===== src/sv/lru_kv_pkg.sv =====
// shared types and constants for the lru key-value cache
// no dependencies; imported by every module of the block
package lru_kv_pkg;

  localparam int KEY_W = 32;
  localparam int VAL_W = 32;
  localparam int CAP_W = 5;
  localparam logic [CAP_W-1:0] CAP_RESET = 5'd16;

  localparam logic CMD_GET = 1'b0;
  localparam logic CMD_SET = 1'b1;

  typedef struct packed {
    logic                    command;
    logic signed [KEY_W-1:0] key;
    logic signed [VAL_W-1:0] value;
  } lru_kv_req_t;

  typedef struct packed {
    logic                    found;
    logic signed [VAL_W-1:0] read_value;
  } lru_kv_rsp_t;

endpackage


===== src/sv/lru_kv_match.sv =====
// parallel key compare across all table entries
// depends on lru_kv_pkg
module lru_kv_match #(
  parameter int ENTRIES = 16
) (
  input  logic [lru_kv_pkg::KEY_W-1:0] key,
  input  logic [lru_kv_pkg::KEY_W-1:0] entry_keys [ENTRIES],
  input  logic [ENTRIES-1:0]           entry_valid,
  output logic                         hit,
  output logic [((ENTRIES > 1) ? $clog2(ENTRIES) : 1)-1:0] hit_idx
);
  import lru_kv_pkg::*;

  localparam int IW = (ENTRIES > 1) ? $clog2(ENTRIES) : 1;

  // valid keys are unique, so at most one entry matches
  always_comb begin
    hit     = 1'b0;
    hit_idx = '0;
    for (int i = 0; i < ENTRIES; i++) begin
      if (entry_valid[i] && entry_keys[i] == key) begin
        hit     = 1'b1;
        hit_idx = IW'(i);
      end
    end
  end

endmodule


===== src/sv/lru_kv_table.sv =====
// entry storage, recency ranks and occupancy, updated when go is high
// depends on lru_kv_pkg and lru_kv_match
module lru_kv_table #(
  parameter int ENTRIES = 16
) (
  input  logic                          clk,
  input  logic                          rst,
  input  logic                          go,
  input  lru_kv_pkg::lru_kv_req_t       req,
  input  logic [lru_kv_pkg::CAP_W-1:0]  capacity,
  output lru_kv_pkg::lru_kv_rsp_t       rsp
);
  import lru_kv_pkg::*;

  localparam int IW = (ENTRIES > 1) ? $clog2(ENTRIES) : 1;
  localparam int RW = IW;
  localparam int OW = $clog2(ENTRIES + 1);
  localparam int AW = ((OW > CAP_W) ? OW : CAP_W) + 1;

  logic [KEY_W-1:0] keys   [ENTRIES];
  logic [VAL_W-1:0] values [ENTRIES];
  logic [ENTRIES-1:0] valid;
  logic [RW-1:0]      rank [ENTRIES];
  logic [OW-1:0]      occ;

  logic [ENTRIES-1:0] valid_next;
  logic [RW-1:0]      rank_next [ENTRIES];
  logic [OW-1:0]      occ_next;

  logic          hit;
  logic [IW-1:0] hit_idx;
  logic [RW-1:0] hit_rank;
  logic [AW-1:0] cap_ext;
  logic [AW-1:0] cap_eff;
  logic          evict;
  logic [ENTRIES-1:0] keep;
  logic [IW-1:0] free_idx;
  logic [IW-1:0] wr_idx;
  logic [OW-1:0] occ_kept;

  lru_kv_match #(.ENTRIES(ENTRIES)) u_match (
    .key         (req.key),
    .entry_keys  (keys),
    .entry_valid (valid),
    .hit         (hit),
    .hit_idx     (hit_idx)
  );

  // capacity clamped to 1..ENTRIES
  always_comb begin
    cap_ext = AW'(capacity);
    cap_eff = cap_ext;
    if (cap_ext == '0) begin
      cap_eff = AW'(1);
    end else if (cap_ext > AW'(ENTRIES)) begin
      cap_eff = AW'(ENTRIES);
    end
  end

  // ranks are dense, so evicting down to cap-1 drops every rank >= cap-1
  always_comb begin
    evict = AW'(occ) >= cap_eff;
    for (int i = 0; i < ENTRIES; i++) begin
      keep[i] = valid[i] && !(evict && AW'(rank[i]) >= (cap_eff - AW'(1)));
    end
    occ_kept = evict ? OW'(cap_eff - AW'(1)) : occ;
    free_idx = '0;
    for (int i = ENTRIES - 1; i >= 0; i--) begin
      if (!keep[i]) begin
        free_idx = IW'(i);
      end
    end
  end

  always_comb begin
    hit_rank   = rank[hit_idx];
    valid_next = valid;
    rank_next  = rank;
    occ_next   = occ;
    if (hit) begin
      for (int i = 0; i < ENTRIES; i++) begin
        if (valid[i] && rank[i] < hit_rank) begin
          rank_next[i] = rank[i] + RW'(1);
        end
      end
      rank_next[hit_idx] = '0;
    end else if (req.command == CMD_SET) begin
      for (int i = 0; i < ENTRIES; i++) begin
        rank_next[i] = keep[i] ? rank[i] + RW'(1) : '0;
      end
      valid_next           = keep;
      valid_next[free_idx] = 1'b1;
      rank_next[free_idx]  = '0;
      occ_next             = occ_kept + OW'(1);
    end
  end

  assign wr_idx = hit ? hit_idx : free_idx;

  always_ff @(posedge clk) begin
    if (rst) begin
      valid <= '0;
      occ   <= '0;
      for (int i = 0; i < ENTRIES; i++) begin
        rank[i] <= '0;
      end
    end else if (go) begin
      valid <= valid_next;
      occ   <= occ_next;
      rank  <= rank_next;
    end
  end

  always_ff @(posedge clk) begin
    if (go && req.command == CMD_SET) begin
      keys[wr_idx]   <= req.key;
      values[wr_idx] <= req.value;
    end
  end

  always_comb begin
    rsp.found = hit;
    if (req.command == CMD_SET) begin
      rsp.read_value = req.value;
    end else if (hit) begin
      rsp.read_value = values[hit_idx];
    end else begin
      rsp.read_value = '0;
    end
  end

endmodule


===== src/sv/lru_key_value_cache.sv =====
// top level of the lru key-value cache: request and result registers, capacity register
// depends on lru_kv_pkg and lru_kv_table
// a request passes the request register, then its result the result register, which loads only when empty or taken
// throughput: one request per cycle while m_tready holds; lookup is combinational, the table updates on advance
// reset: synchronous, clears valid bits, ranks, occupancy and the valid flags of both registers
// capacity returns to 16 on reset; no clearing pass, accepts requests right after reset
module lru_key_value_cache #(
  parameter int ENTRIES = 16
) (
  input  logic        clk,
  input  logic        rst,
  input  logic        s_tvalid,
  output logic        s_tready,
  input  logic [63:0] s_tdata,   // key[31:0], value[63:32]
  input  logic [0:0]  s_tuser,   // command[0]
  output logic        m_tvalid,
  input  logic        m_tready,
  output logic [31:0] m_tdata,   // read_value[31:0]
  output logic [0:0]  m_tuser,   // found[0]
  input  logic        cfg_valid,
  output logic        cfg_ready,
  input  logic [lru_kv_pkg::CAP_W-1:0] cfg_data
);
  import lru_kv_pkg::*;

  logic              in_valid;
  lru_kv_req_t       in_req;
  logic              out_valid;
  lru_kv_rsp_t       out_rsp;
  lru_kv_rsp_t       rsp_next;
  logic [CAP_W-1:0]  capacity;
  logic              advance;

  assign advance   = in_valid && (!out_valid || m_tready);
  assign s_tready  = !in_valid || advance;
  assign cfg_ready = 1'b1;

  always_ff @(posedge clk) begin
    if (rst) begin
      capacity <= CAP_RESET;
    end else if (cfg_valid && cfg_ready) begin
      capacity <= cfg_data;
    end
  end

  always_ff @(posedge clk) begin
    if (rst) begin
      in_valid <= 1'b0;
    end else if (s_tready) begin
      in_valid <= s_tvalid;
    end
  end

  always_ff @(posedge clk) begin
    if (s_tvalid && s_tready) begin
      in_req.command <= s_tuser[0];
      in_req.key     <= s_tdata[31:0];
      in_req.value   <= s_tdata[63:32];
    end
  end

  lru_kv_table #(.ENTRIES(ENTRIES)) u_table (
    .clk      (clk),
    .rst      (rst),
    .go       (advance),
    .req      (in_req),
    .capacity (capacity),
    .rsp      (rsp_next)
  );

  always_ff @(posedge clk) begin
    if (rst) begin
      out_valid <= 1'b0;
    end else if (advance) begin
      out_valid <= 1'b1;
    end else if (m_tready) begin
      out_valid <= 1'b0;
    end
  end

  always_ff @(posedge clk) begin
    if (advance) begin
      out_rsp <= rsp_next;
    end
  end

  assign m_tvalid   = out_valid;
  assign m_tdata    = out_rsp.read_value;
  assign m_tuser[0] = out_rsp.found;

endmodule

===== config.mk =====
export PLATFORM = sky130hd
export DESIGN_NAME = lru_key_value_cache
export DESIGN_NICKNAME = d
export VERILOG_FILES = /design/src/sv/lru_kv_pkg.sv /design/src/sv/lru_kv_match.sv /design/src/sv/lru_kv_table.sv /design/src/sv/lru_key_value_cache.sv
export SDC_FILE = /design/constraint.sdc
export NUM_CORES = 2
export LEC_CHECK = 0
export BUFFER_PORTS_ARGS = -buffer_cell sky130_fd_sc_hd__buf_2
export CAP_MARGIN = 20
export CORE_AREA = 2 2 347 349
export DETAILED_ROUTE_END_ITERATION = 6
export DIE_AREA = 0 0 349 351
export HOLD_SLACK_MARGIN = 0.06
export PLACE_DENSITY = 0.6
export SLEW_MARGIN = 20
export SYNTH_ARGS = -nofsm -noshare
export SYNTH_HDL_FRONTEND = slang
export SYNTH_HIERARCHICAL = 1
export SYNTH_SLANG_ARGS = --single-unit

===== constraint.sdc =====
create_clock -name clk -period 13.7 [get_ports clk]
set_input_delay 2.055 -clock clk [delete_from_list [all_inputs] [get_ports clk]]
set_output_delay 2.055 -clock clk [all_outputs]
set_load 0.01 [all_outputs]

==> metrics.md <==
| Metric | Value |
|---|---|
| EDFF count, synth | `1,122` |
| Clock Tree Buf Depth | `3` |
| Setup crit end kind | `register` |
| Core ar. | `119,000 um2` |
| Die H | `351 um` |
| Worst Setup Path Type | `register to register` |
| Synthesis-to-layout area growth | `12.6%` |
| Peak VDD IR | `0.122 mV` |
| P_sw | `1710 uW` |
| Leak | `0.0192 uW` |
| Drt pass-1 iters | `5` |
| Most frequent cells in the layout | `edfxtp_1 (1,122), xnor2_1 (346), mux4_2 (180)` |
| Die X | `349 um` |
| Met2 WL | `65,200 um` |
| Slew headroom | `28.2%` |
| Clock root buffer | `clkbuf_16` |
| Worst hold path type | `register to register` |
| Fmax | `125 MHz` |
| Via Count | `30,100` |
| Fillers | `9,770` |
| Max-Cap Viols | `0` |
| Total Routed Length | `137,000 um` |
| Switching Share | `21.4%` |
| Clk sink count | `1,214` |
| Finished Cell Area | `59,900 um2` |
| Final net count | `approximately 3,700` |
| Antenna-violating nets left | `0` |
| Clk_lat worst skew | `~0.76 ns` |
| Fin crit period | `8.00 ns` |
| Syn_area_per_cell | `15.9 um2` |
| CP Launch Type | `register` |
| Top Layer Used | `met4` |
| CP peak stage delay | `a little under 0.9 ns` |
| Int Pwr | `6270 uW` |
| # resized after CTS | `0` |
| Met1 Routed Length | `60,500 um` |
| Most common cell after layout, fill and taps aside | `edfxtp_1` |
| Sequential share of the synthesized area | `66.8%` |
| Final Skew | `0.0285 ns` |
| Fraction of layout cells with a size suffix above 1 | `17.3%` |
| Clock-pin slew on the worst setup and hold paths | `0.07 ns` |
| WL met3 | `8690 um` |
| Outcome | `completed` |
| Comb pwr share | `roughly 4%` |
| Starting Density | `about 45%` |
| Pin count of the biggest net entering global routing | `101` |
| P per Cell Area | `133 nW/um2` |
| Global Route Usage Sum | `22.5%` |
| Postcts setup bufs | `0` |
| Primary FF master, synth | `edfxtp_1` |
| Final setup fails | `0` |
| CTS tree | `yes` |
| Die Area | `122,000 um2` |
| Worst Max-Slew Pin Slew | `1.07 ns` |
| Non-Filler Instances | `5,176` |
| Total negative setup slack | `0 ns` |
| Reg power frac | `51.6%` |
| CTS buffer count | `135` |
| Initial antenna violation count | `2` |
| Vias in the first global route | `29,500` |
| Mapped cell area | `53,200 um2` |
| Final period utilization | `58.4%` |
| Worst path required time | `14.33 ns` |
| Cells along the critical path | `buf_4 > xnor2_1 > nand4_1 > nor4_1 > nand4_1 > or4_1 > o21ai_1 > a21oi_1 > o211ai_1 > buf_12 > mux4_2 > mux4_2 > inv_1 > ha_1 > a21o_1 > a2111oi_0 > nand2b_1 > nand3_1 > a21oi_1 > a22oi_1` |
| CP max stage cell | `a2111oi_0` |
| Placed cell count | `roughly 4,900` |
| Cell count after synthesis | `3,339` |
| Port-buffer cells | `109` |
| DR vias/cell | `5.81` |
| Synth cell types | `96` |
| I/O pin total | `around 110` |
| Crit-path max FO | `100` |
| Routed WL per cell | `26.4 um` |
| Syn_nets | `3,533` |
| Global route total overflow | `0` |
| Worst hold slack | `0.458 ns` |
| DRC violations left | `0` |
| Starting DRT DRC Count | `3,140` |
| YS warnings | `6` |
| RSZ-0062 raised after global routing | `false` |
| Clk network pwr share | `44.4%` |
| Post-Place Cell Area | `55,600 um2` |
| Async SR Flop Fraction | `0%` |
| CP arrival | `8.63 ns` |
| Final Max Slew Viols | `0` |
| Final Hold Fails | `0` |
| Synth Register Bits | `roughly 1,200` |
| First-pass GRT wire length | `202,000 um` |
| CTS H-tree lvls | `4` |
| RD Place Congestion | `0.881` |
| Row Count | `around 130` |
| Hold buffer count at CTS | `0` |
| HPWL Detailed | `80,500 um` |
| Finished Core Util | `50.3%` |
==> final timing paths <==
kind | slack, ns | end | startpoint | cells past startpoint
worst max-delay path | 5.70 | u_table/rank[62] | in_req[33] | 20
worst min-delay path | 0.46 | m_tvalid | in_valid | 2
worst max register to register | 5.70 | u_table/rank[62] | in_req[33] | 20
worst min register to register | 0.46 | m_tvalid | in_valid | 2
==> stage by stage <==
stage / power, uW / worst slack [ns]
global route: 8230 / 5.29
floorplan: 4390 / 3.82
global placement: 4510 / 5.70
finish: 7980 / 5.70
detailed placement: 4520 / 5.73
CTS: 8070 / 5.73
==> synth_stat cells, drive strengths merged, types with 5 or more instances <==
library cell / count / area (um2)
edfxtp: 1122 / 33700
xnor2: 349 / 3090
mux4: 180 / 4050
nand2: 174 / 653
xor2: 163 / 1430
o21ai: 132 / 664
ha: 119 / 1490
nand4: 107 / 669
buf: 96 / 731
dfxtp: 92 / 1840
nor2: 85 / 319
a21oi: 68 / 344
clkbuf: 68 / 255
inv: 57 / 214
nor4: 53 / 338
nand3: 47 / 235
nor3: 44 / 220
a211oi: 33 / 248
nand2b: 32 / 200
a31oi: 24 / 150
o21a: 24 / 180
nor2b: 20 / 125
and3: 16 / 105
a21boi: 15 / 113
a21o: 15 / 113
o211ai: 15 / 118
maj3: 13 / 131
o31ai: 13 / 103
o22ai: 12 / 75.1
and2: 11 / 68.8
or4: 11 / 86.3
o32ai: 10 / 95.1
or2: 10 / 62.6
mux2i: 8 / 83.8
o2bb2ai: 8 / 70.1
a211o: 7 / 61.3
o211a: 7 / 70.1
a2111oi: 6 / 71.3
a22o: 6 / 52.6
a22oi: 6 / 45.0
mux2: 6 / 67.6
or3b: 5 / 43.8
==> worst max-delay path: cells and delay by family (launching register included) <==
family	cells	cell delay, ns
multiplexers	2	1.09
XOR/XNOR	1	0.17
AO/OA/AOI/OAI	7	1.78
buffers and inverters	3	1.48
flip-flops	1	0.51
adder cells (fa/ha/maj)	1	0.37
AND/OR/NAND/NOR	6	2.29
==> layout make-up <==
type	instances	area (um2)	area share, %
sequential	1214	35500	59.3
multi-input combinational	1903	16600	27.7
clock buffer	180	3760	6.28
tap	1548	1940	3.23
timing repair buffer	206	1290	2.15
clock inverter	66	569	0.950
inverter	58	218	0.363
antenna	1	2.50	0.00418
==> routing by layer <==
layer / track usage, % / vias up
met4: 5.89 / 0
met1: 32.1 / 15600
met3: 3.27 / 164
li1: - / 13300
met2: 36.3 / 1055
met5: 0 / -
==> logic make-up (layout without fill, tap and decap cells) <==
family	after synthesis	after routing	share of synthesized area (%)
compound gates	437	437	5.48
xor+xnor	512	512	8.49
fa+ha+maj	132	132	3.04
buf+inv	222	510	2.26
flops	1214	1214	66.8
mux	194	194	7.90
other cells	1	2	0.00705
simple gates	627	627	6.06
==> flip-flops by register name (all words and copies together) (netlist names) <==
register	cells
m_tdata	32
u_table/values	512
m_tuser	1
u_table/keys	512
u_table/valid	16
in_req	65
capacity	5
in_valid	1
u_table/rank	64
m_tvalid	1
u_table/occ	5
==> power by group through the flow <==
stage	registers, uW	logic, uW	clock network (uW)
after CTS	4110	326	3630
after floorplan	4190	199	0
after global placement	4190	324	0
after global routing	4120	351	3760
after detailed placement	4190	325	0
final	4110	324	3540
No activity file was read; power rests on OpenSTA's default activity.
